--- src/rlf_pkg.sv ---
`timescale 1ns / 1ps
// ----------------------------------------------------------------------------
// rlf_pkg
// Shared widths, register indexes, reset values and helpers of the RGB LED
// colour and intensity fader.
// ----------------------------------------------------------------------------
package rlf_pkg;

  // channel and configuration widths
  localparam int CH_W       = 8;
  localparam int FADE_W     = 16;
  localparam int DIM_W      = 8;
  localparam int CFG_IDX_W  = 2;
  localparam int CFG_DATA_W = 16;

  // configuration register indexes
  localparam logic [CFG_IDX_W-1:0] REG_FADE_PERIOD = 2'd0;
  localparam logic [CFG_IDX_W-1:0] REG_DIM_PERIOD  = 2'd1;

  // item codes
  localparam logic FUNC_TICK   = 1'b0;
  localparam logic FUNC_TARGET = 1'b1;

  // reset values
  localparam logic [FADE_W-1:0] FADE_PERIOD_RST = 16'd10;
  localparam logic [DIM_W-1:0]  DIM_PERIOD_RST  = 8'd255;
  localparam logic [CH_W-1:0]   LEVEL_RST       = 8'd100;
  localparam logic [CH_W-1:0]   RED_RST         = 8'h00;
  localparam logic [CH_W-1:0]   GREEN_RST       = 8'hff;
  localparam logic [CH_W-1:0]   BLUE_RST        = 8'h00;

  // one step of a value toward its target
  function automatic logic [CH_W-1:0] step_toward(input logic [CH_W-1:0] cur,
                                                  input logic [CH_W-1:0] dst);
    logic [CH_W-1:0] res;
    if (cur > dst) begin
      res = cur - 8'd1;
    end else if (cur < dst) begin
      res = cur + 8'd1;
    end else begin
      res = cur;
    end
    return res;
  endfunction

  // floor(p / 255) for any product of two 8-bit values
  function automatic logic [CH_W-1:0] div255(input logic [2*CH_W-1:0] p);
    logic [2*CH_W:0] s;
    s = {1'b0, p} + {9'd0, p[2*CH_W-1:CH_W]} + 17'd1;
    return s[2*CH_W-1:CH_W];
  endfunction

endpackage

--- src/rlf_if.sv ---
`timescale 1ns / 1ps
// ----------------------------------------------------------------------------
// rlf channel interfaces
// Valid/ready channels of the fader: input items, result items and
// configuration writes.
// ----------------------------------------------------------------------------

// input item channel
interface rlf_req_if;
  logic       valid;
  logic       ready;
  logic       func;
  logic [7:0] red;
  logic [7:0] green;
  logic [7:0] blue;
  logic       set_bright;

  modport source (output valid, func, red, green, blue, set_bright, input ready);
  modport sink   (input valid, func, red, green, blue, set_bright, output ready);
endinterface

// result item channel
interface rlf_rsp_if;
  logic       valid;
  logic       ready;
  logic [7:0] duty_red;
  logic [7:0] duty_green;
  logic [7:0] duty_blue;
  logic [7:0] level;
  logic       updated;

  modport source (output valid, duty_red, duty_green, duty_blue, level, updated,
                  input ready);
  modport sink   (input valid, duty_red, duty_green, duty_blue, level, updated,
                  output ready);
endinterface

// configuration write channel
interface rlf_cfg_if;
  logic        valid;
  logic        ready;
  logic [1:0]  index;
  logic [15:0] data;

  modport source (output valid, index, data, input ready);
  modport sink   (input valid, index, data, output ready);
endinterface

--- src/rgb_led_fader.sv ---
`timescale 1ns / 1ps
// ----------------------------------------------------------------------------
// rgb_led_fader
// Colour and intensity fader for an RGB LED with PWM duty outputs.
// ----------------------------------------------------------------------------
// One item is worked on at a time and every item returns one result. A tick
// first updates the counters and the step, then runs the bit-serial duty
// multiply (three lanes, one bit of the intensity per cycle), then loads the
// output register. A new target colour first passes the shared restoring
// divider, which normalises each of the three channels in turn, before the
// duty multiply. A finished result waits in the output register, and the next
// item is taken meanwhile.
// Configuration writes are taken in any cycle.
module rgb_led_fader (
  input logic        clk,
  input logic        rst,
  rlf_req_if.sink    req,
  rlf_rsp_if.source  rsp,
  rlf_cfg_if.sink    cfg
);
  import rlf_pkg::*;

  localparam logic [1:0] ST_IDLE = 2'd0;
  localparam logic [1:0] ST_DIV  = 2'd1;
  localparam logic [1:0] ST_MUL  = 2'd2;
  localparam logic [1:0] ST_DONE = 2'd3;

  logic [1:0]        state;
  logic [FADE_W-1:0] fade_period;
  logic [DIM_W-1:0]  dim_period;
  logic [CH_W-1:0]   cur_rgb [3];
  logic [CH_W-1:0]   dst_rgb [3];
  logic [CH_W-1:0]   cur_level;
  logic [CH_W-1:0]   dst_level;
  logic [FADE_W-1:0] fade_elapsed;
  logic [DIM_W-1:0]  dim_elapsed;
  logic              fired;

  // serial datapath
  logic [CH_W-1:0]   tgt [3];
  logic [CH_W-1:0]   mx;
  logic [CH_W-1:0]   rem;
  logic [CH_W-1:0]   dq;
  logic [CH_W-1:0]   mreg;
  logic [2*CH_W-1:0] acc [3];
  logic [1:0]        ch_idx;
  logic [2:0]        bit_cnt;

  // output register
  logic              rsp_valid;
  logic [CH_W-1:0]   duty_r;
  logic [CH_W-1:0]   duty_g;
  logic [CH_W-1:0]   duty_b;
  logic [CH_W-1:0]   level_q;
  logic              updated_q;

  logic              req_xfer;
  logic [CH_W-1:0]   in_mx;
  logic [FADE_W-1:0] fade_inc;
  logic [DIM_W-1:0]  dim_inc;
  logic              fade_fire;
  logic              dim_fire;
  logic [CH_W-1:0]   level_next;
  logic [CH_W:0]     rem_sh;
  logic              q_bit;
  logic [CH_W-1:0]   rem_next;
  logic [CH_W-1:0]   dq_next;
  logic [2*CH_W-1:0] nxt_prod;
  logic [1:0]        nxt_idx;

  assign req_xfer  = req.valid && req.ready;
  assign req.ready = (state == ST_IDLE);
  assign cfg.ready = 1'b1;

  assign rsp.valid      = rsp_valid;
  assign rsp.duty_red   = duty_r;
  assign rsp.duty_green = duty_g;
  assign rsp.duty_blue  = duty_b;
  assign rsp.level      = level_q;
  assign rsp.updated    = updated_q;

  // largest channel of the incoming target
  always_comb begin
    in_mx = req.red;
    if (req.green > in_mx) in_mx = req.green;
    if (req.blue > in_mx) in_mx = req.blue;
  end

  // tick counters and step decisions
  always_comb begin
    fade_inc   = (fade_elapsed == '1) ? fade_elapsed : fade_elapsed + 16'd1;
    dim_inc    = (dim_elapsed == '1) ? dim_elapsed : dim_elapsed + 8'd1;
    fade_fire  = (fade_inc >= fade_period);
    dim_fire   = (dim_inc >= dim_period);
    level_next = dim_fire ? step_toward(cur_level, dst_level) : cur_level;
  end

  // one restoring division step and the next channel's dividend (ch * 255)
  always_comb begin
    rem_sh   = {rem, dq[CH_W-1]};
    q_bit    = (rem_sh >= {1'b0, mx});
    rem_next = q_bit ? 8'(rem_sh - {1'b0, mx}) : rem_sh[CH_W-1:0];
    dq_next  = {dq[CH_W-2:0], q_bit};
    nxt_idx  = (ch_idx == 2'd2) ? 2'd0 : ch_idx + 2'd1;
    nxt_prod = {tgt[nxt_idx], 8'h00} - {8'h00, tgt[nxt_idx]};
  end

  // configuration writes
  always_ff @(posedge clk) begin
    if (rst) begin
      fade_period <= FADE_PERIOD_RST;
      dim_period  <= DIM_PERIOD_RST;
    end else if (cfg.valid && cfg.ready) begin
      unique case (cfg.index)
        REG_FADE_PERIOD: fade_period <= cfg.data;
        REG_DIM_PERIOD:  dim_period  <= cfg.data[DIM_W-1:0];
        default: ;
      endcase
    end
  end

  // control and fader state
  always_ff @(posedge clk) begin
    if (rst) begin
      state        <= ST_IDLE;
      cur_rgb      <= '{RED_RST, GREEN_RST, BLUE_RST};
      dst_rgb      <= '{RED_RST, GREEN_RST, BLUE_RST};
      cur_level    <= LEVEL_RST;
      dst_level    <= LEVEL_RST;
      fade_elapsed <= '0;
      dim_elapsed  <= '0;
      fired        <= 1'b0;
      ch_idx       <= '0;
      bit_cnt      <= '0;
      rsp_valid    <= 1'b0;
    end else begin
      // the done state handles its own output register update
      if (rsp_valid && rsp.ready && state != ST_DONE) rsp_valid <= 1'b0;
      unique case (state)
        ST_IDLE: begin
          if (req_xfer) begin
            bit_cnt <= '0;
            if (req.func == FUNC_TARGET) begin
              fired  <= 1'b0;
              tgt[0] <= req.red;
              tgt[1] <= req.green;
              tgt[2] <= req.blue;
              mx     <= in_mx;
              rem    <= 8'(({req.red, 8'h00} - {8'h00, req.red}) >> CH_W);
              dq     <= 8'({req.red, 8'h00} - {8'h00, req.red});
              ch_idx <= '0;
              if (req.set_bright) dst_level <= in_mx;
              state  <= ST_DIV;
            end else begin
              fired        <= fade_fire || dim_fire;
              fade_elapsed <= fade_fire ? '0 : fade_inc;
              dim_elapsed  <= dim_fire ? '0 : dim_inc;
              if (fade_fire) begin
                for (int i = 0; i < 3; i++) begin
                  cur_rgb[i] <= step_toward(cur_rgb[i], dst_rgb[i]);
                end
              end
              cur_level <= level_next;
              mreg      <= level_next;
              for (int i = 0; i < 3; i++) acc[i] <= '0;
              state <= ST_MUL;
            end
          end
        end
        ST_DIV: begin
          bit_cnt <= bit_cnt + 3'd1;
          if (bit_cnt == 3'd7) begin
            dst_rgb[ch_idx] <= (mx == '0) ? '0 : dq_next;
            if (ch_idx == 2'd2) begin
              mreg <= cur_level;
              for (int i = 0; i < 3; i++) acc[i] <= '0;
              state <= ST_MUL;
            end else begin
              ch_idx <= nxt_idx;
              rem    <= nxt_prod[2*CH_W-1:CH_W];
              dq     <= nxt_prod[CH_W-1:0];
            end
          end else begin
            rem <= rem_next;
            dq  <= dq_next;
          end
        end
        ST_MUL: begin
          for (int i = 0; i < 3; i++) begin
            acc[i] <= {acc[i][2*CH_W-2:0], 1'b0} +
                      (mreg[CH_W-1] ? {8'h00, cur_rgb[i]} : 16'h0000);
          end
          mreg    <= {mreg[CH_W-2:0], 1'b0};
          bit_cnt <= bit_cnt + 3'd1;
          if (bit_cnt == 3'd7) state <= ST_DONE;
        end
        ST_DONE: begin
          if (!rsp_valid || rsp.ready) begin
            rsp_valid <= 1'b1;
            duty_r    <= div255(acc[0]);
            duty_g    <= div255(acc[1]);
            duty_b    <= div255(acc[2]);
            level_q   <= cur_level;
            updated_q <= fired;
            state     <= ST_IDLE;
          end
        end
        default: state <= ST_IDLE;
      endcase
    end
  end

endmodule

--- src/flat_wrapper.sv ---
// flat-port wrapper written by rule: the top's interface ports become plain ports
module rgb_led_fader_flat import rlf_pkg::*;
  (clk, rst, req_valid, req_func, req_red, req_green, req_blue, req_set_bright, req_ready, rsp_valid, rsp_duty_red, rsp_duty_green, rsp_duty_blue, rsp_level, rsp_updated, rsp_ready, cfg_valid, cfg_index, cfg_data, cfg_ready);
  rlf_req_if req_i ();
  rlf_rsp_if rsp_i ();
  rlf_cfg_if cfg_i ();
  input logic clk;
  input logic rst;
  input wire logic [$bits(req_i.valid)-1:0] req_valid;
  input wire logic [$bits(req_i.func)-1:0] req_func;
  input wire logic [$bits(req_i.red)-1:0] req_red;
  input wire logic [$bits(req_i.green)-1:0] req_green;
  input wire logic [$bits(req_i.blue)-1:0] req_blue;
  input wire logic [$bits(req_i.set_bright)-1:0] req_set_bright;
  output wire logic [$bits(req_i.ready)-1:0] req_ready;
  output wire logic [$bits(rsp_i.valid)-1:0] rsp_valid;
  output wire logic [$bits(rsp_i.duty_red)-1:0] rsp_duty_red;
  output wire logic [$bits(rsp_i.duty_green)-1:0] rsp_duty_green;
  output wire logic [$bits(rsp_i.duty_blue)-1:0] rsp_duty_blue;
  output wire logic [$bits(rsp_i.level)-1:0] rsp_level;
  output wire logic [$bits(rsp_i.updated)-1:0] rsp_updated;
  input wire logic [$bits(rsp_i.ready)-1:0] rsp_ready;
  input wire logic [$bits(cfg_i.valid)-1:0] cfg_valid;
  input wire logic [$bits(cfg_i.index)-1:0] cfg_index;
  input wire logic [$bits(cfg_i.data)-1:0] cfg_data;
  output wire logic [$bits(cfg_i.ready)-1:0] cfg_ready;
  assign req_i.valid = req_valid;
  assign req_i.func = req_func;
  assign req_i.red = req_red;
  assign req_i.green = req_green;
  assign req_i.blue = req_blue;
  assign req_i.set_bright = req_set_bright;
  assign req_ready = req_i.ready;
  assign rsp_valid = rsp_i.valid;
  assign rsp_duty_red = rsp_i.duty_red;
  assign rsp_duty_green = rsp_i.duty_green;
  assign rsp_duty_blue = rsp_i.duty_blue;
  assign rsp_level = rsp_i.level;
  assign rsp_updated = rsp_i.updated;
  assign rsp_i.ready = rsp_ready;
  assign cfg_i.valid = cfg_valid;
  assign cfg_i.index = cfg_index;
  assign cfg_i.data = cfg_data;
  assign cfg_ready = cfg_i.ready;
  rgb_led_fader u_core (.clk(clk), .rst(rst), .req(req_i), .rsp(rsp_i), .cfg(cfg_i));
endmodule
--- config.mk ---
export PLATFORM = sky130hd
export DESIGN_NAME = rgb_led_fader_flat
export DESIGN_NICKNAME = d
export VERILOG_FILES = /design/src/rlf_pkg.sv /design/src/rlf_if.sv /design/src/rgb_led_fader.sv /design/src/flat_wrapper.sv
export SDC_FILE = /design/constraint.sdc
export NUM_CORES = 1
export LEC_CHECK = 0
export ABC_CLOCK_PERIOD_IN_PS = 7890
export BUFFER_PORTS_ARGS = -buffer_cell sky130_fd_sc_hd__buf_2
export CORE_MARGIN = 2
export CORE_UTILIZATION = 50
export CTS_CLUSTER_DIAMETER = 60
export DETAILED_ROUTE_END_ITERATION = 16
export HOLD_SLACK_MARGIN = 0.06
export MAX_ROUTING_LAYER = met4
export PLACE_DENSITY = 0.79
export SLEW_MARGIN = 30
export SYNTH_ARGS = -nofsm -noshare
export SYNTH_HDL_FRONTEND = slang
export SYNTH_SLANG_ARGS = --single-unit
--- constraint.sdc ---
create_clock -name clk -period 7.89 [get_ports clk]
set_clock_uncertainty 0.05 [all_clocks]
set_input_delay 0.3945 -clock clk [delete_from_list [all_inputs] [get_ports clk]]
set_output_delay 0.3945 -clock clk [all_outputs]
set_load 0.1 [all_outputs]
==> results.yml <==
cts:
  cts.path.max_buffers: 3
  root_buffer: "clkbuf_16"
  numCtsBuffers: 30
  cts_tree: "done"
  insertion_delay_ns: 0.57
  h-tree-depth: 1
  cts_setup_buffers: 0
  clk_pin_slew_worst_paths_ns: 0.06
  cts.sinks: 258
setup_path:
  worstPathMaxFanout: 14
  end_kind: "register"
  crit_path_cell_trace: "ha_1 -> nand3_1 -> or3_1 -> nand4_1 -> nor2_1 -> xor2_1 -> ha_1 -> and4_1 -> nand2_1 -> a2111oi_1 -> or3_1 -> nand2_1 -> or3_1 -> nand3_1"
  start_kind: "register"
  max_stage_delay_ns: 0.58
  critPathRequiredTime_ns: 8.32
  path_class: "register to register"
  crit_top_cell: "or3_1"
  path_delay_family: "simple AND/OR/NAND/NOR gates"
  path_buf_inv: 0
  cp_slowest_cell: "or3_1"
  worstPathArrival_ns: 5.03
floorplan:
  io-pin-count: 85
  initial_core_util_pct: 50.9
  core_um2: 31600
  die_y_um: 183
  fp-row-count: 65
  die_w_um: 183
  die_area_um2: 33600
yosys:
  synth_area_leaders: "edfxtp_1 (26%), dfxtp_1 (15%), ha_1 (12%)"
  netlist_instances: 1742
  synth_top_area_share_pct: 25.6
  synth_nets: 1950
  yosysTopAreaCell: "edfxtp_1"
  yosysUniqueCellTypes: 84
  synth-async-reset-ratio_pct: 0
  netlist_area_um2: 16100
  ys_seq_elements: 258
  ys_seq_area_share_pct: 40.7
  synth.most_common_cell: "nand2_1"
  yosys-top-cells-count: "nand2_1 (170), nor2_1 (169), ha_1 (152)"
  syn_area_per_cell_um2: 9.22
  synth_edf_count: 137
  yosysWarningCount: 0
  synthFlopType: "edfxtp_1"
place:
  portBuffers: 83
  dp_hpwl_um: 26600
  dpl-instance-area_um2: 16800
  routabilityCongestion: 0.916
global_route:
  antenna_found_initial: 0
  grt_usage_pct: 22.1
  grt_max_degree: 55
  grt_pass1_wl_um: 60300
  overflow: 0
  grt_pass1_vias: 12700
timing:
  whs_ns: 0.0798
  max-slew-margin-rel_pct: 39.2
  post-route-period-util_pct: 58.4
  finalSetupViolCount: 0
  period_minus_slack_ns: 4.60
  clock.fmax_ghz: 0.217
  rsz0062_at_grt: "no"
  setup_tns_ns: 0
  final-hold-violation-count: 0
  final-max-slew-violation-count: 0
  tightest_slew_ns: 0.909
drt:
  wire_per_inst_um: 16.1
  dr_total_vias: 13100
  dr.pass1.iters: 5
  ant_nets: 0
  totalWireLength_um: 36500
  drc: 0
  vias_per_cell: 5.77
  first_iter_violations: 893
power_and_ir_drop:
  p_total_mw: 3.98
  irDropWorstVdd_mv: 0.184
  power_density_nw_per_um2: 218
  power_leakage_nw: 7.57
finish:
  nets: 2050
  layout-drive-gt1-share_pct: 9.27
  regArea_um2: 6540
  fin_area_um2: 18300
  diodes: 0
  multi_input_area_um2: 8890
  nFillCells: 2653
  post-route-util_pct: 57.9
  syn2layout_area_growth_pct: 13.8
min_path:
  hold_class: "input port to register"
status:
  status: "finished, final reports clean"
run:
  max-cap-violations: 0
logic make-up (layout without fill, tap and decap cells):
group                    count (synthesis)  after routing  share of synthesized area [%]
AND/OR/NAND/NOR                        622            622                           18.8
XOR/XNOR                                93             93                           5.07
adder cells (fa/ha/maj)                159            159                           12.7
flip-flops                             258            258                           40.7
buffers and inverters                  179            303                           4.31
AO/OA/AOI/OAI                          391            391                           15.8
other                                    1              1                         0.0234
multiplexers                            39             39                           2.51
path summary, 6_finish.rpt:
| check | startpoint | slack (ns) | cells past startpoint | to |
|---|---|---|---|---|
| setup / recovery | u_core.fade_elapsed[0] | 3.29 | 14 | u_core.cur_rgb[15] |
| hold / removal | req_red[0] | 0.08 | 1 | u_core.tgt[0][0] |
| setup reg to reg | u_core.fade_elapsed[0] | 3.29 | 14 | u_core.cur_rgb[15] |
| hold reg to reg | u_core.fired | 0.38 | 0 | u_core.rsp.updated |
stage by stage:
step | cells | setup slack, ns
after floorplan | 1742 | 3.03
final | 2268 | 3.29
after global placement | 2173 | 3.47
after detailed placement | 2173 | 3.31
after global routing | 2268 | 2.96
after CTS | 2268 | 3.31
state kept, by name, summed over array words and instances, names as in the netlist, 16 cells and up:
| register | flops |
|---|---|
| u_core.acc | 48 |
| u_core.cur_rgb | 24 |
| u_core.fade_period | 16 |
| u_core.tgt | 24 |
| u_core.fade_elapsed | 16 |
| u_core.dst_rgb | 24 |
power by group:
part | internal (mW) | switching [mW] | leakage [nW]
Clock | 0.856 | 0.572 | 0.515
Sequential | 1.56 | 0.0802 | 2.25
Combinational | 0.322 | 0.589 | 4.81
Total | 2.73 | 1.24 | 7.57
metal layers:
metal | global-route usage, % | wire length [um]
met5 | - | 0
met4 | 6.62 | 941
met3 | 2.56 | 1730
met2 | 38.0 | 17800
met1 | 27.6 | 16000
final cells by class:
class	count	share of cell area (%)
clock buffers	40	4.62
clock inverters	16	1.00
inverters	116	2.38
multi-input cells	1305	48.7
flip-flops and latches	258	35.8
well taps	402	2.75
repair buffers	131	4.78
cells in the final DEF, fill, tap and decap left out, types with 27 or more instances in the layout:
cell           Yosys  layout
nand2_1          170     170
inv_1            114     114
dlygate4sd3_1      0      39
nor2b_1           27      27
and2_1            33      33
nor2_1           169     168
o21ai_0           65      65
clkbuf_16          0      31
nand3_1           50      50
xnor2_1           52      52
a21oi_1          132     130
ha_1             152     152
nand4_1           35      35
edfxtp_1         137     137
mux2i_1           29      29
dfxtp_1          121     121
buf_2              7      83
xor2_1            41      41
o211ai_1          34      34
repair_timing:
item	CTS	global route
endpoints found under the hold margin	47	0
hold buffers	39	0
resized for setup	0	0
Note: power is estimated with default switching activity, not from simulation.
